<file path="config.mk">
export PLATFORM = sky130hd
export DESIGN_NAME = multi_channel_watchdog_monitor
export DESIGN_NICKNAME = d
export VERILOG_FILES = /design/src/mcwdm_pkg.sv /design/src/mcwdm_ctrl.sv /design/src/mcwdm_dpath.sv /design/src/multi_channel_watchdog_monitor.sv
export VERILOG_INCLUDE_DIRS = /design/src /design/src/src
export SDC_FILE = /design/constraint.sdc
export NUM_CORES = 1
export LEC_CHECK = 0
export ABC_CLOCK_PERIOD_IN_PS = 21800
export BUFFER_PORTS_ARGS = -buffer_cell sky130_fd_sc_hd__buf_2
export CAP_MARGIN = 20
export CORE_MARGIN = 8
export CORE_UTILIZATION = 45
export CTS_CLUSTER_SIZE = 10
export DETAILED_ROUTE_END_ITERATION = 8
export GPL_ROUTABILITY_DRIVEN = 0
export GPL_TIMING_DRIVEN = 0
export SLEW_MARGIN = 10
export SYNTH_ARGS = -nofsm -noshare
export SYNTH_HDL_FRONTEND = slang
export SYNTH_HIERARCHICAL = 1
export SYNTH_SLANG_ARGS = --single-unit
</file>
<file path="constraint.sdc">
create_clock -name clk -period 21.8 [get_ports clk]
set_input_delay 2.18 -clock clk [delete_from_list [all_inputs] [get_ports clk]]
set_output_delay 2.18 -clock clk [all_outputs]
set_load 0.01 [all_outputs]
</file>
<file path="src/multi_channel_watchdog_monitor_macros.svh">
// ----------------------------------------------------------------------------
// Assertion macros for the multi-channel watchdog monitor
// Concurrent checks that compile away when SYNTHESIS is defined.
// ----------------------------------------------------------------------------
`ifndef MULTI_CHANNEL_WATCHDOG_MONITOR_MACROS_SVH
`define MULTI_CHANNEL_WATCHDOG_MONITOR_MACROS_SVH

`ifndef SYNTHESIS

// Check that cons holds in the same cycle as ante
`define MCWDM_ASSERT_IMPLY(label, clk, rst_n, ante, cons) \
    label: assert property (@(posedge clk) disable iff (!rst_n) (ante) |-> (cons)) \
        else $error("mcwdm: assertion failed");

// Check that cons holds in the cycle after ante
`define MCWDM_ASSERT_NEXT(label, clk, rst_n, ante, cons) \
    label: assert property (@(posedge clk) disable iff (!rst_n) (ante) |=> (cons)) \
        else $error("mcwdm: assertion failed");

`else

`define MCWDM_ASSERT_IMPLY(label, clk, rst_n, ante, cons)
`define MCWDM_ASSERT_NEXT(label, clk, rst_n, ante, cons)

`endif

`endif

</file>
<file path="src/mcwdm_pkg.sv">
// ----------------------------------------------------------------------------
// Multi-channel watchdog monitor package
// Shared widths, codes, payload structs and controller/datapath links.
// ----------------------------------------------------------------------------
package mcwdm_pkg;

    localparam int NUM_CHANNELS_DEF = 8;
    localparam int TIME_W           = 32;
    localparam int CHAN_W           = 3;
    localparam int ACT_W            = 3;
    localparam int ST_W             = 2;

    // System watchdog timeout in seconds; deadline bound is half of it in ms
    localparam int WDT_TIMEOUT_S = 5;
    localparam logic [TIME_W-1:0] DEFAULT_MIN_PERIOD_MS =
        TIME_W'((WDT_TIMEOUT_S * 1000) / 2);

    // Action codes
    localparam logic [ACT_W-1:0] ACT_CHECK   = 3'd0;
    localparam logic [ACT_W-1:0] ACT_FEED    = 3'd1;
    localparam logic [ACT_W-1:0] ACT_ENABLE  = 3'd2;
    localparam logic [ACT_W-1:0] ACT_DISABLE = 3'd3;
    localparam logic [ACT_W-1:0] ACT_CREATE  = 3'd4;
    localparam logic [ACT_W-1:0] ACT_DELETE  = 3'd5;

    // Result status codes
    localparam logic [ST_W-1:0] ST_OK      = 2'd0;
    localparam logic [ST_W-1:0] ST_TIMEOUT = 2'd1;
    localparam logic [ST_W-1:0] ST_ABSENT  = 2'd2;

    typedef struct packed {
        logic [ACT_W-1:0]  action;
        logic [CHAN_W-1:0] channel;
        logic [TIME_W-1:0] new_period_ms;
        logic [TIME_W-1:0] now_ms;
    } wdm_item_t;

    typedef struct packed {
        logic [ST_W-1:0]   status;
        logic [CHAN_W-1:0] timed_out_channel;
        logic [TIME_W-1:0] deadline_left_ms;
        logic              kick_system;
    } wdm_result_t;

    // Commands from controller to datapath
    typedef struct packed {
        logic load;       // capture the input transfer and arm the scan
        logic scan_step;  // issue the next channel read of a check
        logic op_read;    // read the addressed channel
        logic exec;       // apply a channel action and form its result
        logic finish;     // form the result of a check
        logic push;       // move the result into the output register
    } ctrl_cmd_t;

    // Status from datapath to controller
    typedef struct packed {
        logic item_is_check;
        logic scan_done;
        logic out_free;
    } ctrl_stat_t;

endpackage

</file>
<file path="src/mcwdm_ctrl.sv">
// ----------------------------------------------------------------------------
// Watchdog monitor controller
// Sequences one transfer at a time: channel scan for a check, read, compute
// and execute for channel actions, then hand the result to the output stage.
// ----------------------------------------------------------------------------
module mcwdm_ctrl
    import mcwdm_pkg::*;
(
    input  logic       clk,
    input  logic       rst_n,
    input  logic       item_valid,
    input  ctrl_stat_t stat,
    output logic       item_stall,
    output ctrl_cmd_t  cmd
);

    typedef enum logic [2:0] {
        S_IDLE,
        S_SCAN,
        S_OP_READ,
        S_OP_CALC,
        S_OP_EXEC,
        S_PUSH
    } state_t;

    state_t state_reg;
    state_t state_next;
    logic   busy_reg;
    logic   busy_next;

    // Decode next state and issue commands
    always_comb
    begin
        cmd        = '0;
        state_next = state_reg;
        case (state_reg)
            S_IDLE:
            begin
                if (item_valid)
                begin
                    cmd.load   = 1'b1;
                    state_next = stat.item_is_check ? S_SCAN : S_OP_READ;
                end
            end
            S_SCAN:
            begin
                if (stat.scan_done)
                begin
                    cmd.finish = 1'b1;
                    state_next = S_PUSH;
                end
                else
                begin
                    cmd.scan_step = 1'b1;
                end
            end
            S_OP_READ:
            begin
                cmd.op_read = 1'b1;
                state_next  = S_OP_CALC;
            end
            S_OP_CALC:
            begin
                state_next = S_OP_EXEC;
            end
            S_OP_EXEC:
            begin
                cmd.exec   = 1'b1;
                state_next = S_PUSH;
            end
            S_PUSH:
            begin
                if (stat.out_free)
                begin
                    cmd.push   = 1'b1;
                    state_next = S_IDLE;
                end
            end
            default:
            begin
                state_next = S_IDLE;
            end
        endcase
        busy_next = (state_next != S_IDLE);
    end

    // Hold state and the registered stall
    always_ff @(posedge clk or negedge rst_n)
    begin
        if (!rst_n)
        begin
            state_reg <= S_IDLE;
            busy_reg  <= 1'b0;
        end
        else
        begin
            state_reg <= state_next;
            busy_reg  <= busy_next;
        end
    end

    assign item_stall = busy_reg;

endmodule

</file>
<file path="src/mcwdm_dpath.sv">
// ----------------------------------------------------------------------------
// Watchdog monitor datapath
// Channel tables, scan pipeline, action execution and output register.
// ----------------------------------------------------------------------------
module mcwdm_dpath
    import mcwdm_pkg::*;
#(
    parameter int CHANNELS = NUM_CHANNELS_DEF
)
(
    input  logic              clk,
    input  logic              rst_n,
    input  wdm_item_t         item,
    input  logic              cfg_wr_en,
    input  logic [TIME_W-1:0] cfg_wr_data,
    input  ctrl_cmd_t         cmd,
    output ctrl_stat_t        stat,
    input  logic              result_stall,
    output logic              result_valid,
    output wdm_result_t       result
);

    localparam int IDX_W = (CHANNELS > 1) ? $clog2(CHANNELS) : 1;
    localparam int CNT_W = $clog2(CHANNELS + 1);

    // Channel tables
    logic [TIME_W-1:0]   period_mem [CHANNELS];
    logic [TIME_W-1:0]   last_mem   [CHANNELS];
    logic [CHANNELS-1:0] en_reg;
    logic [CHANNELS-1:0] en_next;
    logic [CHANNELS-1:0] pres_reg;
    logic [CHANNELS-1:0] pres_next;
    logic [TIME_W-1:0]   min_reg;

    // Captured transfer and channel decode
    wdm_item_t         item_reg;
    logic [31:0]       ch_wide;
    logic [IDX_W-1:0]  ch_idx;
    logic              ch_ok;

    // Scan pipeline: read, compute, compare
    logic [CNT_W-1:0]  scan_idx_reg;
    logic              issue;
    logic              rd_en;
    logic [IDX_W-1:0]  rd_addr;
    logic              v1_reg;
    logic              v2_reg;
    logic [IDX_W-1:0]  idx1_reg;
    logic [IDX_W-1:0]  idx2_reg;
    logic [TIME_W-1:0] rd_period_reg;
    logic [TIME_W-1:0] rd_last_reg;
    logic [TIME_W-1:0] elapsed;
    logic [TIME_W:0]   diff;
    logic              exp_reg;
    logic              elig_reg;
    logic [TIME_W-1:0] rem_reg;
    logic              found_reg;
    logic [IDX_W-1:0]  tch_idx_reg;
    logic [31:0]       tch_wide;
    logic [TIME_W-1:0] best_reg;

    // Action execution
    logic              wr_period;
    logic              wr_last;
    logic [TIME_W-1:0] last_wdata;
    logic              min_lower;
    wdm_result_t       res_next;
    wdm_result_t       res_reg;
    wdm_result_t       out_reg;
    logic              out_valid_reg;

    // Decode the addressed channel
    assign ch_wide = 32'(item_reg.channel);
    assign ch_idx  = ch_wide[IDX_W-1:0];
    assign ch_ok   = (ch_wide < 32'(CHANNELS));

    // Select the table read address
    assign issue   = cmd.scan_step && (scan_idx_reg < CNT_W'(CHANNELS));
    assign rd_en   = issue || cmd.op_read;
    assign rd_addr = issue ? scan_idx_reg[IDX_W-1:0] : ch_idx;

    // Remaining time: expired when the wrapping elapsed time reaches the period
    assign elapsed = item_reg.now_ms - rd_last_reg;
    assign diff    = {1'b0, rd_period_reg} - {1'b0, elapsed};

    assign tch_wide = 32'(tch_idx_reg);

    // Form results and table updates
    always_comb
    begin
        res_next   = '0;
        en_next    = en_reg;
        pres_next  = pres_reg;
        wr_period  = 1'b0;
        wr_last    = 1'b0;
        last_wdata = item_reg.now_ms;
        min_lower  = 1'b0;
        if (cmd.finish)
        begin
            if (found_reg)
            begin
                res_next.status            = ST_TIMEOUT;
                res_next.timed_out_channel = tch_wide[CHAN_W-1:0];
            end
            else
            begin
                res_next.status           = ST_OK;
                res_next.deadline_left_ms = best_reg;
                res_next.kick_system      = 1'b1;
            end
        end
        else if (cmd.exec)
        begin
            case (item_reg.action)
                ACT_CREATE:
                begin
                    if (!ch_ok)
                    begin
                        res_next.status = ST_ABSENT;
                    end
                    else
                    begin
                        wr_period         = 1'b1;
                        wr_last           = 1'b1;
                        last_wdata        = '0;
                        en_next[ch_idx]   = 1'b0;
                        pres_next[ch_idx] = 1'b1;
                        min_lower         = (item_reg.new_period_ms < min_reg);
                    end
                end
                ACT_FEED, ACT_ENABLE, ACT_DISABLE, ACT_DELETE:
                begin
                    if (!ch_ok || !pres_reg[ch_idx])
                    begin
                        res_next.status = ST_ABSENT;
                    end
                    else
                    begin
                        case (item_reg.action)
                            ACT_FEED:
                            begin
                                if (en_reg[ch_idx] && exp_reg)
                                begin
                                    res_next.status            = ST_TIMEOUT;
                                    res_next.timed_out_channel = item_reg.channel;
                                end
                                else
                                begin
                                    wr_last = 1'b1;
                                end
                            end
                            ACT_ENABLE:
                            begin
                                wr_last         = 1'b1;
                                en_next[ch_idx] = 1'b1;
                            end
                            ACT_DISABLE:
                            begin
                                en_next[ch_idx] = 1'b0;
                            end
                            default:
                            begin
                                en_next[ch_idx]   = 1'b0;
                                pres_next[ch_idx] = 1'b0;
                            end
                        endcase
                    end
                end
                default:
                begin
                    // Unused action codes leave an all-zero result
                end
            endcase
        end
    end

    // Write and read the channel tables
    always_ff @(posedge clk)
    begin
        if (wr_period)
        begin
            period_mem[ch_idx] <= item_reg.new_period_ms;
        end
        if (wr_last)
        begin
            last_mem[ch_idx] <= last_wdata;
        end
        if (rd_en)
        begin
            rd_period_reg <= period_mem[rd_addr];
            rd_last_reg   <= last_mem[rd_addr];
            idx1_reg      <= rd_addr;
        end
    end

    // Advance the payload side of the pipeline
    always_ff @(posedge clk)
    begin
        if (cmd.load)
        begin
            item_reg <= item;
            best_reg <= min_reg;
        end
        else if (v2_reg && elig_reg && !found_reg && !exp_reg && (rem_reg < best_reg))
        begin
            best_reg <= rem_reg;
        end
        if (v2_reg && elig_reg && !found_reg && exp_reg)
        begin
            tch_idx_reg <= idx2_reg;
        end
        exp_reg  <= diff[TIME_W] || (diff[TIME_W-1:0] == '0);
        rem_reg  <= diff[TIME_W-1:0];
        idx2_reg <= idx1_reg;
        elig_reg <= pres_reg[idx1_reg] && en_reg[idx1_reg];
        if (cmd.finish || cmd.exec)
        begin
            res_reg <= res_next;
        end
        if (cmd.push)
        begin
            out_reg <= res_reg;
        end
    end

    // Hold control state, flags and the deadline bound
    always_ff @(posedge clk or negedge rst_n)
    begin
        if (!rst_n)
        begin
            en_reg        <= '0;
            pres_reg      <= '0;
            min_reg       <= DEFAULT_MIN_PERIOD_MS;
            scan_idx_reg  <= '0;
            v1_reg        <= 1'b0;
            v2_reg        <= 1'b0;
            found_reg     <= 1'b0;
            out_valid_reg <= 1'b0;
        end
        else
        begin
            en_reg   <= en_next;
            pres_reg <= pres_next;
            if (cfg_wr_en)
            begin
                min_reg <= cfg_wr_data;
            end
            else if (min_lower)
            begin
                min_reg <= item_reg.new_period_ms;
            end
            if (cmd.load)
            begin
                scan_idx_reg <= '0;
                found_reg    <= 1'b0;
            end
            else
            begin
                if (issue)
                begin
                    scan_idx_reg <= scan_idx_reg + 1'b1;
                end
                if (v2_reg && elig_reg && exp_reg)
                begin
                    found_reg <= 1'b1;
                end
            end
            v1_reg <= issue;
            v2_reg <= v1_reg;
            if (cmd.push)
            begin
                out_valid_reg <= 1'b1;
            end
            else if (out_valid_reg && !result_stall)
            begin
                out_valid_reg <= 1'b0;
            end
        end
    end

    // Report to the controller
    assign stat.item_is_check = (item.action == ACT_CHECK);
    assign stat.scan_done     = !(scan_idx_reg < CNT_W'(CHANNELS)) && !v1_reg && !v2_reg;
    assign stat.out_free      = !out_valid_reg || !result_stall;

    assign result_valid = out_valid_reg;
    assign result       = out_reg;

endmodule

</file>
<file path="src/multi_channel_watchdog_monitor.sv">
// ----------------------------------------------------------------------------
// Multi-channel watchdog monitor
// Table of software watchdog channels checked against a millisecond clock.
// ----------------------------------------------------------------------------
// Input channel item/item_valid/item_stall carries one action with the current
// time; output channel result/result_valid/result_stall returns exactly one
// result per input transfer, in order. cfg_wr_en/cfg_wr_data load the default
// deadline bound, which also reloads the running minimum period; write it only
// while the block is idle.
// One transfer is in work at a time; item_stall is high while it runs.
// A check walks the channel table one entry per cycle through a three-stage
// read/compute/compare pipeline. Feed, enable, disable, create and delete go
// through table read, remaining-time compute, execute and output handoff.
// The output register lets the next transfer be accepted while a result waits;
// with the receiver stalling, work stops at the handoff until the slot frees.
// Reset clears all present and enabled flags and the output valid, and sets
// the minimum period to 2500 ms. Period and feed-time tables are not cleared;
// a channel is always created before its entries are used.
// ----------------------------------------------------------------------------
`include "multi_channel_watchdog_monitor_macros.svh"

module multi_channel_watchdog_monitor
    import mcwdm_pkg::*;
#(
    parameter int CHANNELS = NUM_CHANNELS_DEF
)
(
    input  logic              clk,
    input  logic              rst_n,
    input  logic              item_valid,
    output logic              item_stall,
    input  wdm_item_t         item,
    output logic              result_valid,
    input  logic              result_stall,
    output wdm_result_t       result,
    input  logic              cfg_wr_en,
    input  logic [TIME_W-1:0] cfg_wr_data
);

    ctrl_cmd_t  cmd;
    ctrl_stat_t stat;

    // Sequence each transfer
    mcwdm_ctrl u_ctrl (
        .clk        (clk),
        .rst_n      (rst_n),
        .item_valid (item_valid),
        .stat       (stat),
        .item_stall (item_stall),
        .cmd        (cmd)
    );

    // Hold the channel tables and compute results
    mcwdm_dpath #(
        .CHANNELS (CHANNELS)
    ) u_dpath (
        .clk          (clk),
        .rst_n        (rst_n),
        .item         (item),
        .cfg_wr_en    (cfg_wr_en),
        .cfg_wr_data  (cfg_wr_data),
        .cmd          (cmd),
        .stat         (stat),
        .result_stall (result_stall),
        .result_valid (result_valid),
        .result       (result)
    );

    // Go busy right after a transfer is taken
    `MCWDM_ASSERT_NEXT(a_busy_after_accept, clk, rst_n, item_valid && !item_stall, item_stall)
    // Push only into a free output slot
    `MCWDM_ASSERT_IMPLY(a_push_into_free, clk, rst_n, cmd.push, stat.out_free)
    // Issue at most one sequencing command per cycle
    `MCWDM_ASSERT_IMPLY(a_one_command, clk, rst_n, 1'b1, $onehot0({cmd.load, cmd.op_read, cmd.exec, cmd.finish, cmd.push}))
    // Kick the system watchdog only with an ok status
    `MCWDM_ASSERT_IMPLY(a_kick_is_ok, clk, rst_n, result_valid && result.kick_system, result.status == ST_OK)

endmodule

</file>
==> impl_metrics.csv <==
group,metric,value,unit
cts,numCtsBuffers,98,
setup_path,crit_start,"u_dpath/item_reg[0]",
floorplan,die_area,93230,um2
placed_design,pre_cts_ws,16.08,ns
setup_path,crit_top_cell,"a21oi_1",
cts,cts_buffer_depth,3,
timing,final.setup.tns,0,ns
power_and_ir_drop,total_power,7.005,mW
detailed_routing,routed_wl,101300,um
cts,clock_sinks,857,
floorplan,die_x,305.3,um
cts,cts_max_level,3,
cts,cts_hold_buf,0,
synth,synth_top_area_share,60.58,%
synth,syn_avg_cell_area,11.96,um2
power_and_ir_drop,pwr-share-clk,20.9,%
setup_path,cp.arrival,6.30,ns
cts,clkSlewWorstSetupHoldPaths,0.06,ns
timing,rsz0062_at_grt,"false",
synth,synth_edf_count,760,
synth,synth_area,37670,um2
outcome,status,"finished clean",
power_and_ir_drop,switching_share,41.97,%
detailed_routing,drt-initial-drc-count,2382,
cts,cts_setup_buffers,0,
cts,clk_latency,0.66,ns
flow_run,maxCapViolations,0,
detailed_routing,drt.antenna.violating_nets,0,
detailed_routing,vias,25070,
cts,cts_resized,0,
synth,synth.area.top_cells,"edfxtp_1 (61%), nand2_1 (6.2%), nand3_1 (5.4%), ha_1 (4.2%), dfrtp_1 (3.7%)",
setup_path,cp_top_family,"compound AO/OA/AOI/OAI gates",
setup_path,path_depth,24,
synth,synth-seq-area-share,66.55,%
global_route,grt_max_degree,44,
setup_path,max_stage_delay,0.45,ns
power_and_ir_drop,p_per_area,161.8,nW/um2
final_layout,area_delta_synth_final,14.92,%
synth,yosysWarningCount,6,
timing,finalCritPeriodShare,26.18,%
final_layout,layout_commonest_cell,"edfxtp_1",
power_and_ir_drop,combPwrFrac,46.0,%
power_and_ir_drop,power_switching,2.940,mW
power_and_ir_drop,leakagePower,16.31,nW
final_layout,multi_input_area,11630,um2
floorplan,fp.coreArea,83290,um2
timing,hold_ws,0.3769,ns
global_route,grt_pass1_wl,150200,um
setup_path,critical_path_class,"reg2reg",
timing,max_freq,175.2,MHz
power_and_ir_drop,ir_drop,0.1131,mV
cts,cts_tree,"yes",
synth,synth-main-ff-cell,"edfxtp_1",
timing,finalMaxSlewViolations,0,
global_route,grt_usage,21.11,%
timing,setup_ws,16.09,ns
detailed_routing,drc,0,
setup_path,cp-end-kind,"flip-flop",
final_layout,register_area,25070,um2
cts,root_buffer,"clkbuf_16",
setup_path,reg2reg_depth,24,
timing,finClkSkew,0.02587,ns
detailed_routing,wl_per_cell,22.26,um
timing,slew_headroom,24.75,%
power_and_ir_drop,p_seq_share,33.0,%
synth,synth.distinct_cells,94,
synth,synth_seq_cells,857,
setup_path,reg2reg_slack,16.09,ns
synth,async_flop_share,7.001,%
setup_path,cp_cell_sequence,"inv_1, ha_1, inv_1, fa_1, a21o_1, a21oi_1, o21ba_2, o21ai_0, a21oi_1, nor2_1, nand2_1, o21ai_0, a21oi_1, xor2_1, ha_1, a21oi_1, o21bai_1, a21oi_1, o21ai_0, a21oi_1, o22ai_1, a2111oi_1, nand4_1, o21ai_1",
floorplan,die_h,305.3,um
floorplan,row_count,106,
setup_path,rr_startpoint,"u_dpath/item_reg[0]",
placed_design,port-buffer-count,145,
final_layout,num-nets-final,3662,
placed_design,hpwl,73170,um
synth,synth_cells,3149,
final_layout,drive_gt1_share,10.89,%
timing,hold_viol_final,0,
setup_path,required,22.39,ns
synth,yosysTopAreaCell,"edfxtp_1",
setup_path,slowest_stage,"edfxtp_1",
final_layout,fillers,7187,
setup_path,crit_end,"u_dpath/exp_reg",
setup_path,path_buf_inv,2,
floorplan,start_util,45.23,%
final_layout,final_cell_mix,"edfxtp_1 (760), nand2_1 (619), nand3_1 (409)",
setup_path,start_kind,"flip-flop",
timing,tightest_slew,1.126,ns
timing,setup_violations,0,
global_route,grt_pass1_vias,24060,
floorplan,ios,147,
power_and_ir_drop,internal-power,4.065,mW
setup_path,r2r-end,"u_dpath/exp_reg",
detailed_routing,viasPerCell,5.506,
global_route,grt_overflow,0,
timing,min_period,5.708,ns
hold_path,hp-class,"reg2reg",
detailed_routing,dr.pass1.iters,5,
synth,syn-num-nets,3384,
global_route,antenna_found_initial,5,
setup_path,path_max_fanout,5,
stage by stage:
step | cell area, um2 | utilization, % | std cells
after floorplan | 37670 | - | 3149
after detailed placement | 40490 | 48.61 | 4406
final | 43290 | 51.98 | 4553
after global routing | 43290 | 51.97 | 4551
after global placement | 39750 | 47.72 | 4374
after CTS | 43280 | 51.96 | 4550
synthesized netlist by cell type (4+ instances only):
| cell | number |
|---|---|
| nand4_1 | 15 |
| dfstp_2 | 5 |
| xor2_1 | 25 |
| buf_1 | 11 |
| o31ai_1 | 7 |
| inv_1 | 135 |
| nand2b_1 | 20 |
| a22oi_1 | 32 |
| nor2_1 | 114 |
| dfrtp_1 | 55 |
| edfxtp_1 | 760 |
| or3_1 | 7 |
| ha_1 | 126 |
| o22ai_1 | 7 |
| xnor2_1 | 22 |
| a21o_1 | 55 |
| clkbuf_1 | 142 |
| and2_1 | 71 |
| dfxtp_1 | 37 |
| nor2b_1 | 15 |
| nand2_1 | 619 |
| mux2i_1 | 4 |
| a211oi_1 | 7 |
| o21bai_1 | 12 |
| a211o_1 | 6 |
| o21ai_0 | 157 |
| a31oi_1 | 12 |
| nand3_1 | 409 |
| nor3_1 | 19 |
| nor3b_1 | 38 |
| o211ai_1 | 4 |
| o21a_1 | 9 |
| mux2_2 | 33 |
| or2_2 | 6 |
| a21oi_1 | 61 |
| mux2_1 | 4 |
power groups by stage:
stage               clock network [mW]  logic [mW]  registers, mW
finish                            1.46        3.23           2.31
global route                      1.55        3.53           2.33
CTS                               1.50        3.20           2.31
detailed placement                   0        3.18           2.34
global placement                     0        3.12           2.36
floorplan                            0        2.15           2.25
kinds of logic after synthesis:
group | Yosys count | share of synthesized area (%)
AOI/OAI and AO/OA | 417 | 7.134
xor gates and xnor gates | 47 | 1.093
adders and majority gates | 128 | 4.291
buffers and inverters | 294 | 2.973
DFF | 857 | 66.55
muxes | 42 | 1.272
and+or+nand+nor | 1364 | 16.69
metal layers:
metal | vias to the layer above | track usage [%] | routed length [um]
li1 | 11890 | - | -
met1 | 12060 | 28.49 | 42750
met2 | 945 | 32.67 | 45810
met3 | 170 | 5.433 | 9336
met4 | 0 | 8.313 | 3434
met5 | - | 0 | 0
cell type report:
cell class,instances,share of cell area (%)
Clock inverter,10,0.3844
Inverter,137,1.188
Tap cell,1080,3.121
Buffer,157,1.399
Timing Repair Buffer,178,3.049
Sequential cell,857,57.91
Multi-Input combinational cell,1998,26.86
Antenna cell,2,0.01156
Clock buffer,134,6.072
worst min-delay path by stage:
stage                    from        endpoint  slack [ns]  cells past startpoint
3_3_place_gp   u_dpath/v1_reg  u_dpath/v2_reg        0.36                      0
4_1_cts        u_dpath/v1_reg  u_dpath/v2_reg        0.38                      0
2_1_floorplan  u_dpath/v1_reg  u_dpath/v2_reg        0.35                      0
5_1_grt        u_dpath/v1_reg  u_dpath/v2_reg        0.38                      0
3_5_place_dp   u_dpath/v1_reg  u_dpath/v2_reg        0.37                      0
6_report       u_dpath/v1_reg  u_dpath/v2_reg        0.38                      0
Power figures use the tool's default switching activity.
